**src/rtl/core/flnta_pkg.sv**
```systemverilog
// Shared types, constants and helpers of the number to ASCII unit.
package flnta_pkg;

  // Default digit limit and fixed field widths
  localparam int MAX_DIGITS_DEF = 32;
  localparam int VALUE_W        = 32;
  localparam int COUNT_W        = 6;
  localparam int LINE_W         = 3;
  localparam int SCOL_W         = 5;
  localparam int COL_W          = 6;
  localparam int CHAR_W         = 7;
  localparam int DEC_DIGITS     = 10;
  localparam int BCD_W          = DEC_DIGITS * 4;
  localparam int BITCNT_W       = $clog2(VALUE_W);

  // Character codes
  localparam logic [CHAR_W-1:0] CH_ZERO  = 7'h30;
  localparam logic [CHAR_W-1:0] CH_A     = 7'h41;
  localparam logic [CHAR_W-1:0] CH_PLUS  = 7'h2B;
  localparam logic [CHAR_W-1:0] CH_MINUS = 7'h2D;
  localparam logic [3:0]        RADIX_DEC = 4'd10;

  typedef enum logic [1:0] {
    REQ_UDEC = 2'd0,
    REQ_SDEC = 2'd1,
    REQ_HEX  = 2'd2,
    REQ_BIN  = 2'd3
  } req_type_t;

  typedef enum logic [1:0] {
    ST_IDLE,
    ST_CONV,
    ST_EMIT
  } flnta_state_t;

  // Request to the decimal converter
  typedef struct packed {
    logic               start;
    logic [VALUE_W-1:0] value;
  } conv_req_t;

  // Status from the decimal converter
  typedef struct packed {
    logic             done;
    logic [BCD_W-1:0] bcd;
  } conv_stat_t;

  // Map a digit code to its ASCII character
  function automatic logic [CHAR_W-1:0] digit_to_ascii(input logic [3:0] d);
    logic [CHAR_W-1:0] ch;
    if (d < RADIX_DEC) begin
      ch = CH_ZERO + CHAR_W'(d);
    end else begin
      ch = CH_A + CHAR_W'(d - RADIX_DEC);
    end
    return ch;
  endfunction

endpackage

```
**src/rtl/core/flnta_if.sv**
```systemverilog
// Request and character channel interfaces of the number to ASCII unit.
interface flnta_in_if;
  import flnta_pkg::*;
  logic               valid;
  logic               ready;
  logic [1:0]         req_type;
  logic [VALUE_W-1:0] value;
  logic [COUNT_W-1:0] digit_count;
  logic [LINE_W-1:0]  text_line;
  logic [SCOL_W-1:0]  start_column;

  modport source (output valid, req_type, value, digit_count, text_line, start_column,
                  input ready);
  modport sink (input valid, req_type, value, digit_count, text_line, start_column,
                output ready);
  modport monitor (input valid, ready, req_type, value, digit_count, text_line,
                   start_column);
endinterface

interface flnta_out_if;
  import flnta_pkg::*;
  logic              valid;
  logic              ready;
  logic [CHAR_W-1:0] ascii_char;
  logic [LINE_W-1:0] char_line;
  logic [COL_W-1:0]  char_column;
  logic              last_char;

  modport source (output valid, ascii_char, char_line, char_column, last_char,
                  input ready);
  modport sink (input valid, ascii_char, char_line, char_column, last_char,
                output ready);
  modport monitor (input valid, ready, ascii_char, char_line, char_column, last_char);
endinterface

```
**src/rtl/core/flnta_bcd_conv.sv**
```systemverilog
// Bit-serial binary to BCD converter (shift and add-3), one bit per cycle.
module flnta_bcd_conv (
  input  logic                  clk,
  input  logic                  rst_n,
  input  flnta_pkg::conv_req_t  conv_req,
  output flnta_pkg::conv_stat_t conv_stat
);
  import flnta_pkg::*;

  logic                busy_r, busy_nxt;
  logic                done_r, done_nxt;
  logic [BITCNT_W-1:0] cnt_r, cnt_nxt;
  logic [VALUE_W-1:0]  shift_r, shift_nxt;
  logic [BCD_W-1:0]    bcd_r, bcd_nxt;
  logic [BCD_W-1:0]    bcd_adj;

  // Add 3 to every BCD digit of 5 or more before the shift
  always_comb begin
    for (int j = 0; j < DEC_DIGITS; j++) begin
      if (bcd_r[j*4 +: 4] >= 4'd5) begin
        bcd_adj[j*4 +: 4] = bcd_r[j*4 +: 4] + 4'd3;
      end else begin
        bcd_adj[j*4 +: 4] = bcd_r[j*4 +: 4];
      end
    end
  end

  // Load on start, then shift one magnitude bit in per cycle
  always_comb begin
    busy_nxt  = busy_r;
    done_nxt  = 1'b0;
    cnt_nxt   = cnt_r;
    shift_nxt = shift_r;
    bcd_nxt   = bcd_r;
    if (conv_req.start) begin
      busy_nxt  = 1'b1;
      cnt_nxt   = '0;
      shift_nxt = conv_req.value;
      bcd_nxt   = '0;
    end else if (busy_r) begin
      bcd_nxt   = {bcd_adj[BCD_W-2:0], shift_r[VALUE_W-1]};
      shift_nxt = {shift_r[VALUE_W-2:0], 1'b0};
      cnt_nxt   = cnt_r + 1'b1;
      if (cnt_r == BITCNT_W'(VALUE_W - 1)) begin
        busy_nxt = 1'b0;
        done_nxt = 1'b1;
      end
    end
  end

  always_ff @(posedge clk) begin
    if (!rst_n) begin
      busy_r <= 1'b0;
      done_r <= 1'b0;
      cnt_r  <= '0;
    end else begin
      busy_r <= busy_nxt;
      done_r <= done_nxt;
      cnt_r  <= cnt_nxt;
    end
  end

  always_ff @(posedge clk) begin
    shift_r <= shift_nxt;
    bcd_r   <= bcd_nxt;
  end

  assign conv_stat.done = done_r;
  assign conv_stat.bcd  = bcd_r;

endmodule

```
**src/rtl/core/fixed_length_number_to_ascii_unit.sv**
```systemverilog
// Top level of the fixed-width number to ASCII character unit.
//
// in_chan takes one request: mode (unsigned decimal, signed decimal, hex,
// binary), a 32-bit value, a digit count, a text line and a start column.
// out_chan returns one character per cycle, most significant digit first,
// each with its line and column; last_char marks the end of the run.
// Signed mode sends '+' or '-' ahead of the digits. Only the lowest digits
// are kept when the count is short, and positions beyond the number's width
// give '0'. Counts above MAX_DIGITS are cut to MAX_DIGITS.
// A hex or binary request goes from idle straight to emitting characters; a
// decimal request first waits in the convert state while the bit-serial BCD
// converter shifts in every value bit, and emits once the converter is done.
// Characters then follow one per cycle while out_chan.ready is high.
// in_chan.ready is high only between requests; the last character may still
// wait in the output register while the next request is taken.
// A stall on out_chan holds the character and pauses the sequencer.
// Reset empties the output register and returns the sequencer to idle.
module fixed_length_number_to_ascii_unit #(
  parameter int MAX_DIGITS = flnta_pkg::MAX_DIGITS_DEF
) (
  input  logic        clk,
  input  logic        rst_n,
  flnta_in_if.sink    in_chan,
  flnta_out_if.source out_chan
);
  import flnta_pkg::*;

  localparam int CW = $clog2(MAX_DIGITS + 1);

  flnta_state_t        state_r, state_nxt;
  req_type_t           mode_r, mode_nxt;
  logic [VALUE_W-1:0]  mag_r, mag_nxt;
  logic [CW-1:0]       count_r, count_nxt;
  logic [CW-1:0]       idx_r, idx_nxt;
  logic [COL_W-1:0]    col_r, col_nxt;
  logic [LINE_W-1:0]   line_r, line_nxt;
  logic                sign_pend_r, sign_pend_nxt;
  logic                neg_r, neg_nxt;

  logic                out_valid_r, out_valid_nxt;
  logic [CHAR_W-1:0]   out_char_r, out_char_nxt;
  logic [LINE_W-1:0]   out_line_r, out_line_nxt;
  logic [COL_W-1:0]    out_col_r, out_col_nxt;
  logic                out_last_r, out_last_nxt;

  conv_req_t           conv_req;
  conv_stat_t          conv_stat;

  req_type_t           in_mode;
  logic                in_neg;
  logic [VALUE_W-1:0]  in_mag;
  logic [CW-1:0]       in_count;
  logic                can_load;
  logic [CW-1:0]       pos;
  logic [5:0]          pos_x;
  logic [63:0]         bcd_pad;
  logic [3:0]          digit;
  logic                digit_last;

  flnta_bcd_conv u_conv (
    .clk       (clk),
    .rst_n     (rst_n),
    .conv_req  (conv_req),
    .conv_stat (conv_stat)
  );

  // Decode the incoming request
  assign in_mode  = req_type_t'(in_chan.req_type);
  assign in_neg   = (in_mode == REQ_SDEC) && in_chan.value[VALUE_W-1];
  assign in_mag   = in_neg ? (~in_chan.value + 1'b1) : in_chan.value;
  assign in_count = (in_chan.digit_count > COUNT_W'(MAX_DIGITS)) ? CW'(MAX_DIGITS)
                                                                  : CW'(in_chan.digit_count);

  // Pick the digit at the current position, most significant first
  assign pos        = count_r - 1'b1 - idx_r;
  assign pos_x      = 6'(pos);
  assign bcd_pad    = {{(64 - BCD_W){1'b0}}, conv_stat.bcd};
  assign digit_last = (idx_r == count_r - 1'b1);

  always_comb begin
    case (mode_r)
      REQ_HEX:  digit = (pos_x < 6'd8) ? mag_r[pos_x[2:0]*4 +: 4] : 4'd0;
      REQ_BIN:  digit = pos_x[5] ? 4'd0 : {3'b000, mag_r[pos_x[4:0]]};
      default:  digit = (pos_x < 6'd16) ? bcd_pad[pos_x[3:0]*4 +: 4] : 4'd0;
    endcase
  end

  assign can_load = !out_valid_r || out_chan.ready;

  // Sequencer: take a request, convert, then emit characters
  always_comb begin
    state_nxt     = state_r;
    mode_nxt      = mode_r;
    mag_nxt       = mag_r;
    count_nxt     = count_r;
    idx_nxt       = idx_r;
    col_nxt       = col_r;
    line_nxt      = line_r;
    sign_pend_nxt = sign_pend_r;
    neg_nxt       = neg_r;
    out_valid_nxt = out_valid_r && !out_chan.ready;
    out_char_nxt  = out_char_r;
    out_line_nxt  = out_line_r;
    out_col_nxt   = out_col_r;
    out_last_nxt  = out_last_r;
    conv_req.start = 1'b0;
    conv_req.value = in_mag;
    in_chan.ready  = (state_r == ST_IDLE);

    case (state_r)
      ST_IDLE: begin
        if (in_chan.valid) begin
          mode_nxt      = in_mode;
          mag_nxt       = in_mag;
          count_nxt     = in_count;
          idx_nxt       = '0;
          col_nxt       = COL_W'(in_chan.start_column);
          line_nxt      = in_chan.text_line;
          sign_pend_nxt = (in_mode == REQ_SDEC);
          neg_nxt       = in_neg;
          if (in_mode == REQ_UDEC || in_mode == REQ_SDEC) begin
            conv_req.start = 1'b1;
            state_nxt      = ST_CONV;
          end else if (in_count != '0) begin
            state_nxt = ST_EMIT;
          end
        end
      end
      ST_CONV: begin
        if (conv_stat.done) begin
          state_nxt = (sign_pend_r || count_r != '0) ? ST_EMIT : ST_IDLE;
        end
      end
      ST_EMIT: begin
        if (can_load) begin
          out_valid_nxt = 1'b1;
          out_line_nxt  = line_r;
          out_col_nxt   = col_r;
          col_nxt       = col_r + 1'b1;
          if (sign_pend_r) begin
            out_char_nxt  = neg_r ? CH_MINUS : CH_PLUS;
            out_last_nxt  = (count_r == '0);
            sign_pend_nxt = 1'b0;
            if (count_r == '0) begin
              state_nxt = ST_IDLE;
            end
          end else begin
            out_char_nxt = digit_to_ascii(digit);
            out_last_nxt = digit_last;
            idx_nxt      = idx_r + 1'b1;
            if (digit_last) begin
              state_nxt = ST_IDLE;
            end
          end
        end
      end
      default: begin
        state_nxt = ST_IDLE;
      end
    endcase
  end

  // Hold control state
  always_ff @(posedge clk) begin
    if (!rst_n) begin
      state_r     <= ST_IDLE;
      out_valid_r <= 1'b0;
      sign_pend_r <= 1'b0;
      idx_r       <= '0;
      count_r     <= '0;
    end else begin
      state_r     <= state_nxt;
      out_valid_r <= out_valid_nxt;
      sign_pend_r <= sign_pend_nxt;
      idx_r       <= idx_nxt;
      count_r     <= count_nxt;
    end
  end

  // Hold request and character payload
  always_ff @(posedge clk) begin
    mode_r     <= mode_nxt;
    mag_r      <= mag_nxt;
    col_r      <= col_nxt;
    line_r     <= line_nxt;
    neg_r      <= neg_nxt;
    out_char_r <= out_char_nxt;
    out_line_r <= out_line_nxt;
    out_col_r  <= out_col_nxt;
    out_last_r <= out_last_nxt;
  end

  assign out_chan.valid       = out_valid_r;
  assign out_chan.ascii_char  = out_char_r;
  assign out_chan.char_line   = out_line_r;
  assign out_chan.char_column = out_col_r;
  assign out_chan.last_char   = out_last_r;

endmodule

```
**src/flat_wrapper.sv**
```systemverilog
// flat-port wrapper written by rule: the top's interface ports become plain ports
module fixed_length_number_to_ascii_unit_flat import flnta_pkg::*;
#(
  parameter int MAX_DIGITS = flnta_pkg::MAX_DIGITS_DEF
)
  (clk, rst_n, in_chan_valid, in_chan_req_type, in_chan_value, in_chan_digit_count, in_chan_text_line, in_chan_start_column, in_chan_ready, out_chan_valid, out_chan_ascii_char, out_chan_char_line, out_chan_char_column, out_chan_last_char, out_chan_ready);
  flnta_in_if in_chan_i ();
  flnta_out_if out_chan_i ();
  input  logic clk;
  input  logic rst_n;
  input wire logic [$bits(in_chan_i.valid)-1:0] in_chan_valid;
  input wire logic [$bits(in_chan_i.req_type)-1:0] in_chan_req_type;
  input wire logic [$bits(in_chan_i.value)-1:0] in_chan_value;
  input wire logic [$bits(in_chan_i.digit_count)-1:0] in_chan_digit_count;
  input wire logic [$bits(in_chan_i.text_line)-1:0] in_chan_text_line;
  input wire logic [$bits(in_chan_i.start_column)-1:0] in_chan_start_column;
  output wire logic [$bits(in_chan_i.ready)-1:0] in_chan_ready;
  output wire logic [$bits(out_chan_i.valid)-1:0] out_chan_valid;
  output wire logic [$bits(out_chan_i.ascii_char)-1:0] out_chan_ascii_char;
  output wire logic [$bits(out_chan_i.char_line)-1:0] out_chan_char_line;
  output wire logic [$bits(out_chan_i.char_column)-1:0] out_chan_char_column;
  output wire logic [$bits(out_chan_i.last_char)-1:0] out_chan_last_char;
  input wire logic [$bits(out_chan_i.ready)-1:0] out_chan_ready;
  assign in_chan_i.valid = in_chan_valid;
  assign in_chan_i.req_type = in_chan_req_type;
  assign in_chan_i.value = in_chan_value;
  assign in_chan_i.digit_count = in_chan_digit_count;
  assign in_chan_i.text_line = in_chan_text_line;
  assign in_chan_i.start_column = in_chan_start_column;
  assign in_chan_ready = in_chan_i.ready;
  assign out_chan_valid = out_chan_i.valid;
  assign out_chan_ascii_char = out_chan_i.ascii_char;
  assign out_chan_char_line = out_chan_i.char_line;
  assign out_chan_char_column = out_chan_i.char_column;
  assign out_chan_last_char = out_chan_i.last_char;
  assign out_chan_i.ready = out_chan_ready;
  fixed_length_number_to_ascii_unit #(.MAX_DIGITS(MAX_DIGITS)) u_core (.clk(clk), .rst_n(rst_n), .in_chan(in_chan_i), .out_chan(out_chan_i));
endmodule
```
**config.mk**
```make
export PLATFORM = sky130hd
export DESIGN_NAME = fixed_length_number_to_ascii_unit_flat
export DESIGN_NICKNAME = d
export VERILOG_FILES = /design/src/rtl/core/flnta_pkg.sv /design/src/rtl/core/flnta_if.sv /design/src/rtl/core/flnta_bcd_conv.sv /design/src/rtl/core/fixed_length_number_to_ascii_unit.sv /design/src/flat_wrapper.sv
export SDC_FILE = /design/constraint.sdc
export NUM_CORES = 1
export LEC_CHECK = 0
export BUFFER_PORTS_ARGS = -buffer_cell sky130_fd_sc_hd__buf_2
export CORE_ASPECT_RATIO = 0.9
export CORE_MARGIN = 1
export CORE_UTILIZATION = 55
export CTS_CLUSTER_SIZE = 24
export DETAILED_ROUTE_END_ITERATION = 12
export PLACE_DENSITY = 0.84
export SLEW_MARGIN = 40
export SYNTH_ARGS = -nofsm -noshare
export SYNTH_HDL_FRONTEND = slang
export SYNTH_HIERARCHICAL = 1
export SYNTH_SLANG_ARGS = --single-unit
```
**constraint.sdc**
```tcl
create_clock -name clk -period 3.9 [get_ports clk]
set_input_delay 0.78 -clock clk [delete_from_list [all_inputs] [get_ports clk]]
set_output_delay 0.78 -clock clk [all_outputs]
set_load 0.02 [all_outputs]
```
# Yosys cells after proc, flatten, opt, wreduce, memory -nomap -nowiden

Cells that the tools add are included.

Input bits: 52
Output and inout port bits: 19
Memories kept: 0
Memory bits (read-only): 0
Word-level logic and storage cells: 146
Register bits after elaboration: 156
Memory bits (writable): 0
Bits in latches: 0

Reduce and logical (&&, ||, !) cells: 21
Div/mod/pow operators: 0
Mux-type cells: 53
Equal/unequal tests: 14
Bitwise operators: 3
Multipliers: 0
Shift-type cells: 2
Add/subtract/negate cells: 19
$lt $le $gt $ge: 15

Operator list:

| operator              | count |
|---|---|
| $mux 32               | 3 |
| $shiftx 64x7->4       | 1 |
| $mux 4                | 11 |
| $ge 4x3->1 const B    | 10 |
| $add 4x2->4 const B   | 9 |
| $mux 6                | 6 |
| $add 32x1->32 const B | 1 |
| $not 32->32           | 1 |
| $shiftx 32x6->4       | 1 |
| $pmux 6 s2            | 2 |
| $mux 2                | 9 |
| $mux 1                | 14 |
| $mux 7                | 2 |
| $add 6x1->6 const B   | 2 |
| $reduce_bool 6->1     | 2 |
| $pmux 4 s2            | 1 |
| $add 6x4->7 const A   | 1 |
| $add 7x7->7 const A   | 1 |
| $eq 2x2->1 const B    | 3 |
| $eq 6x6->1            | 1 |
| $gt 6x6->1 const B    | 1 |
| $logic_not 6->1       | 1 |
| $lt 5x6->1 const B    | 1 |
| $lt 6x4->1 const B    | 1 |
| 29 further kinds      | 42 |

# Logic depth before layout (Yosys ltp)

Depth in word-level cells: 10
Mapped depth: 17
Mapped depth without buffers: 17

# By module

Netlist, hierarchy kept.

Modules (own cells, without submodules):

| module                            | times used | cells an instance | area each (um^2) | sequential area each (um^2) |
|---|---|---|---|---|
| fixed_length_number_to_ascii_unit | 1          | 428               | 4909.7           | 2152.1 |
| flnta_bcd_conv                    | 1          | 402               | 4083.9           | 1901.8 |

# Least setup slack after synthesis

No wires, ideal clock.

Kind: reg2reg
Start point: reg u_core.count_r[0]
End point: reg u_core.out_char_r[4], in the netlist u_core/out_chan.ascii_char[4] (data pin)
Clock period less this slack: 4.023 ns
Data arrival time: 3.767 ns
Data required time: 3.644 ns
Buffers on the path: 2
Stages on the path, launching flop included: 18
Library setup time: 0.256 ns
Slack: -0.123 ns
Path through: dfxtp_1 inv_1 ha_1 inv_1 fa_1 buf_2 clkbuf_1 mux4_2 mux2i_1 nor3_1 o31ai_1 ha_1 inv_1 ha_1 and3b_1 nor2b_1 o211ai_1 o211a_1

Longest elaborated chain between the ends: 10
Elaborated cells between the ends (all ways): 18
Those cells by class: 5 x add/sub; 3 x order compare; 2 x shift; 8 x mux

RTL lines:

| what                                                                    | RTL line                                 | text |
|---|---|---|
| from (decl)                                                             | fixed_length_number_to_ascii_unit.sv:33  | `logic [CW-1:0] count_r, count_nxt;` |
| from (signal assigned)                                                  | fixed_length_number_to_ascii_unit.sv:176 | `count_r <= count_nxt;` |
| $sub 6x1->6 (*)                                                         | fixed_length_number_to_ascii_unit.sv:75  | `assign pos = count_r - 1'b1 - idx_r;` |
| $sub 6x6->6 (*)                                                         | fixed_length_number_to_ascii_unit.sv:75  |  |
| parallel branches: the longest is 3 deep, another holds $shiftx 64x7->4 | --                                       |  |
| $pmux 4 s2 (*)                                                          | fixed_length_number_to_ascii_unit.sv:81  | `case (mode_r)` |
| $sub 4x4->5                                                             | flnta_pkg.sv:54                          | `ch = CH_A + CHAR_W'(d - RADIX_DEC);` |
| $add 7x7->7                                                             | flnta_pkg.sv:54                          |  |
| $mux 7 (*)                                                              | flnta_pkg.sv:51                          | `if (d < RADIX_DEC) begin` |
| $mux 7 (*)                                                              | fixed_length_number_to_ascii_unit.sv:140 | `if (sign_pend_r) begin` |
| to (signal assigned)                                                    | fixed_length_number_to_ascii_unit.sv:187 | `out_char_r <= out_char_nxt;` |
| to (decl)                                                               | fixed_length_number_to_ascii_unit.sv:41  | `logic [CHAR_W-1:0] out_char_r, out_char_nxt;` |

Every way passes the cells marked *. The select of a mux whose other input is x is not followed.
A chain may end at the register's enable or synchronous reset.

# Worst setup path in the final report

Same ends and word-level chain as after synthesis.

==> flow_metrics.env <==
export IMPL_coreArea_sq_um=15700
export IMPL_crit_slowest_cell="xnor2_2"
export IMPL_async_reset_ff_share_pct=0
export IMPL_clock_latency_ps=440
export IMPL_cts_tree="done"
export IMPL_drive_gt1_share_pct=27.0
export IMPL_finClkSkew_ps=9.41
export IMPL_fin_crit_sh_pct=99.5
export IMPL_drtPass1Iterations=5
export IMPL_core_rowCount=43
export IMPL_synthFlopType="edfxtp_1"
export IMPL_overflow=0
export IMPL_initial_utilization_pct=57.2
export IMPL_drv_cap=0
export IMPL_synth_seq_cells=156
export IMPL_diodes=0
export IMPL_die_y_um=123
export IMPL_grt_pass1_wl_mm=31.9
export IMPL_crit_chain="buf_4, nor3_1, xor2_1, ha_1, a21oi_4, xnor2_2, a2111oi_4, o31ai_4, ha_2, inv_1, ha_4, and3b_2, buf_4, nand2_1, o211a_1"
export IMPL_antenna_found_initial=0
export IMPL_hold_path_class="register to register"
export IMPL_crit_end="u_core/out_chan.ascii_char[4]$_SDFFCE_PP0P_"
export IMPL_via_per_inst=6.19
export IMPL_leakage_uw=0.00386
export IMPL_slew_violations=0
export IMPL_die_x_um=137
export IMPL_worstPathRequired_ps=4090
export IMPL_crit_path_frequent_cell="buf_4"
export IMPL_min_period_ps=3880
export IMPL_dieArea_sq_um=16900
export IMPL_ir_worst_vdd_mv=0.405
export IMPL_r2r_end="u_core/out_chan.ascii_char[4]$_SDFFCE_PP0P_"
export IMPL_path_clk_slew_ps=70
export IMPL_critPathArrivalTime_ps=4070
export IMPL_status="completed"
export IMPL_io_buffer_count=70
export IMPL_clock_sinks=156
export IMPL_dr_total_vias=7059
export IMPL_ioPinCount=71
export IMPL_critPathLaunchType="register"
export IMPL_synth_cells=830
export IMPL_antenna_left=0
export IMPL_path_max_fanout=7
export IMPL_place_area_sq_um=9640
export IMPL_synth_seq_area_share_pct=45.1
export IMPL_crit_start="u_core/count_r[0]$_SDFFE_PN0P_"
export IMPL_clock_fmax_mhz=258
export IMPL_cts_buffer_depth=2
export IMPL_grt_usage_pct=24.6
export IMPL_cp_num_buf_inv=3
export IMPL_finalHoldViolCount=0
export IMPL_tightest_slew_ps=676
export IMPL_crit_type="register to register"
export IMPL_critical_path_top_delay_family="adder cells"
export IMPL_grt_max_degree=41
export IMPL_dp_hpwl_mm=13.5
export IMPL_drt_total_wl_mm=21.3
export IMPL_max_slew_margin_rel_pct=54.9
export IMPL_max_stage_delay_ps=520
export IMPL_rrSetupSlack_ps=20
export IMPL_finalSetupViolations=0
export IMPL_synth_area_sq_um=8990
export IMPL_fin_nets=1014
export IMPL_power_density_nw_per_um2=537
export IMPL_cp_depth=15
export IMPL_grt_pass1_vias=6471
export IMPL_reg2regPathDepth=15
export IMPL_drt_iter0_markers=679
export IMPL_synth_edf_count=93
export IMPL_gp_congestion=0.868
export IMPL_r2r_start="u_core/count_r[0]$_SDFFE_PN0P_"
export IMPL_area_delta_synth_final_pct=17.8
export IMPL_cp_end_kind="register"
export IMPL_synth_nets=919
export IMPL_yosys_warnings=6
export IMPL_wl_per_cell_um=18.7
export IMPL_tns_ps=0
export IMPL_ys_types=74
export IMPL_root_buffer="clkbuf_16"
export IMPL_cts_buffers=17
export IMPL_avgSynthCellArea_sq_um=10.8
export IMPL_htree_levels=4
export IMPL_finalInstanceArea_sq_um=10600
export IMPL_route_detailed_drc=0
## cell usage after synthesis, types with 4 or more instances
cell type  instances  area, sq um
and2_1             4         25.0
ha_1              36          450
mux2_2            31          349
dfxtp_1           63         1260
o22ai_1            8         50.1
nor2_1            46          173
nor3_1            20          100
o311ai_1           4         35.0
or3_1             11         68.8
nand3_1           19         95.1
and3_1             4         25.0
xnor2_1           25          219
nor4_1             8         50.1
o22a_1             5         43.8
o32ai_1            8         70.1
nand4b_1           4         35.0
o21ai_1           25          125
or4_1              4         30.0
o21ai_0           28          140
mux2i_1           15          150
buf_2             21          105
nor3b_1            6         45.0
clkbuf_1           9         33.8
a2111oi_0          4         35.0
mux4_2            20          450
o21a_1             4         30.0
inv_1             58          218
nand2_1           63          236
a21oi_1           46          230
nor2b_1           13         81.3
nand2b_1           7         43.8
nand4_1           13         81.3
xor2_1            22          193
a21bo_2            8         80.1
o31ai_1            9         67.6
edfxtp_1          93         2790
mux4_1             4          105
a311oi_2           8          120
## metal layers
| metal | track usage, % | up-vias | share of wire (%) |
|---|---|---|---|
| li1 | - | 3286 | - |
| met1 | 32.9 | 3412 | 43 |
| met2 | 39.3 | 302 | 47 |
| met3 | 4.96 | 59 | 6.4 |
| met4 | 10.1 | 0 | 3.2 |
| met5 | 0 | - | 0 |
## per-stage QoR
stage | cells | worst slack (ps) | utilization, % | power, uW | hold WS, ps
final | 1140 | 20.2 | 67.4 | 5690 | 424
after detailed placement | 1091 | -163 | 61.4 | 3890 | 408
after global routing | 1140 | -127 | 67.4 | 5940 | 429
after global placement | 1091 | 69.7 | 61.4 | 3810 | 402
after floorplan | 830 | 20.7 | - | 3460 | 400
after CTS | 1125 | 25.4 | 65.3 | 5540 | 424
## cell families (layout without fill, tap and decap cells)
| group | Yosys count | count (layout) | synth area share (%) |
|---|---|---|---|
| fa+ha+maj | 37 | 37 | 5.23 |
| mux | 72 | 72 | 12.0 |
| xor+xnor | 51 | 51 | 5.43 |
| compound gates | 184 | 184 | 14.3 |
| buf+inv | 92 | 200 | 4.30 |
| flops | 156 | 156 | 45.1 |
| simple gates | 238 | 238 | 13.6 |
## worst register-to-register path, cell delays in order, from the launching register on
cell and delay, ps:
dfxtp_2 330, buf_4 140, nor3_1 270, xor2_1 150
ha_1 420, a21oi_4 120, xnor2_2 520, a2111oi_4 170
o31ai_4 360, ha_2 230, inv_1 60, ha_4 280
and3b_2 220, buf_4 110, nand2_1 50, o211a_1 200
## how the worst min path moves through the flow
stage                                          start                                     end  slack, ps  cells past startpoint
after detailed placement  u_core/line_r[1]$_DFFE_PP_  u_core/out_chan.char_line[1]$_DFFE_PP_        410                      0
after global placement    u_core/line_r[2]$_DFFE_PP_  u_core/out_chan.char_line[2]$_DFFE_PP_        400                      0
after floorplan           u_core/line_r[0]$_DFFE_PP_  u_core/out_chan.char_line[0]$_DFFE_PP_        400                      0
final                     u_core/line_r[1]$_DFFE_PP_  u_core/out_chan.char_line[1]$_DFFE_PP_        420                      0
after CTS                 u_core/line_r[1]$_DFFE_PP_  u_core/out_chan.char_line[1]$_DFFE_PP_        420                      0
after global routing      u_core/line_r[1]$_DFFE_PP_  u_core/out_chan.char_line[1]$_DFFE_PP_        430                      0
## sequential cells by signal, indices dropped and copies added (netlist names)
signal and cells:
u_core/sign_pend_r 1, u_core/out_chan.char_line 3, u_core/u_conv/shift_r 32, u_core/line_r 3, u_core/u_conv/busy_r 1, u_core/idx_r 6, u_core/out_chan.ascii_char 7, u_core/col_r 6
u_core/mode_r 2, u_core/u_conv/bcd_r 40, u_core/u_conv/done_r 1, u_core/count_r 6, u_core/mag_r 32, u_core/u_conv/cnt_r 5, u_core/out_chan.last_char 1, u_core/out_chan.char_column 6
u_core/out_chan.valid 1, u_core/state_r 2, u_core/neg_r 1
## power by group
part           switching [uW]  internal, uW  total, uW
clock                     733           900       1630
combinational             925           753       1680
sequential                330          2050       2380
total                    1990          3700       5690
## cell type report
cell class / count / area [sq um]
Multi-Input combinational cell: 582 / 4730
Timing Repair Buffer: 110 / 747
Tap cell: 202 / 253
Inverter: 58 / 218
Sequential cell: 156 / 4060
Fill cell: 1099 / 5120
Clock inverter: 15 / 155
Clock buffer: 17 / 425
## repair_timing
item,4_1_cts,5_1_grt
gates resized for setup,3,37
cloned,0,2
hold buffers,0,0
pin swaps,1,12
setup endpoints to repair,3,7
buffers inserted,2,13
## placed cells by master (no fill, tap or decap), types with 5 or more instances in the layout
cell	instances
o21ai_1	25
nor2_1	45
nand2_1	59
inv_1	56
a21bo_2	8
a311oi_2	8
ha_1	31
nor4_1	6
buf_2	70
nor2b_1	12
o22ai_1	8
mux4_2	22
a21oi_1	46
buf_4	31
xnor2_1	25
nor3_1	20
o22a_1	5
xor2_1	22
o31ai_1	7
edfxtp_1	93
nand2b_1	7
clkbuf_16	19
or3_1	11
o21ai_0	28
mux2_2	31
nor3b_1	6
dfxtp_1	60
nand4_1	13
mux2i_1	14
nand3_1	19
o32ai_1	8
Power figures use the tool's default switching activity.
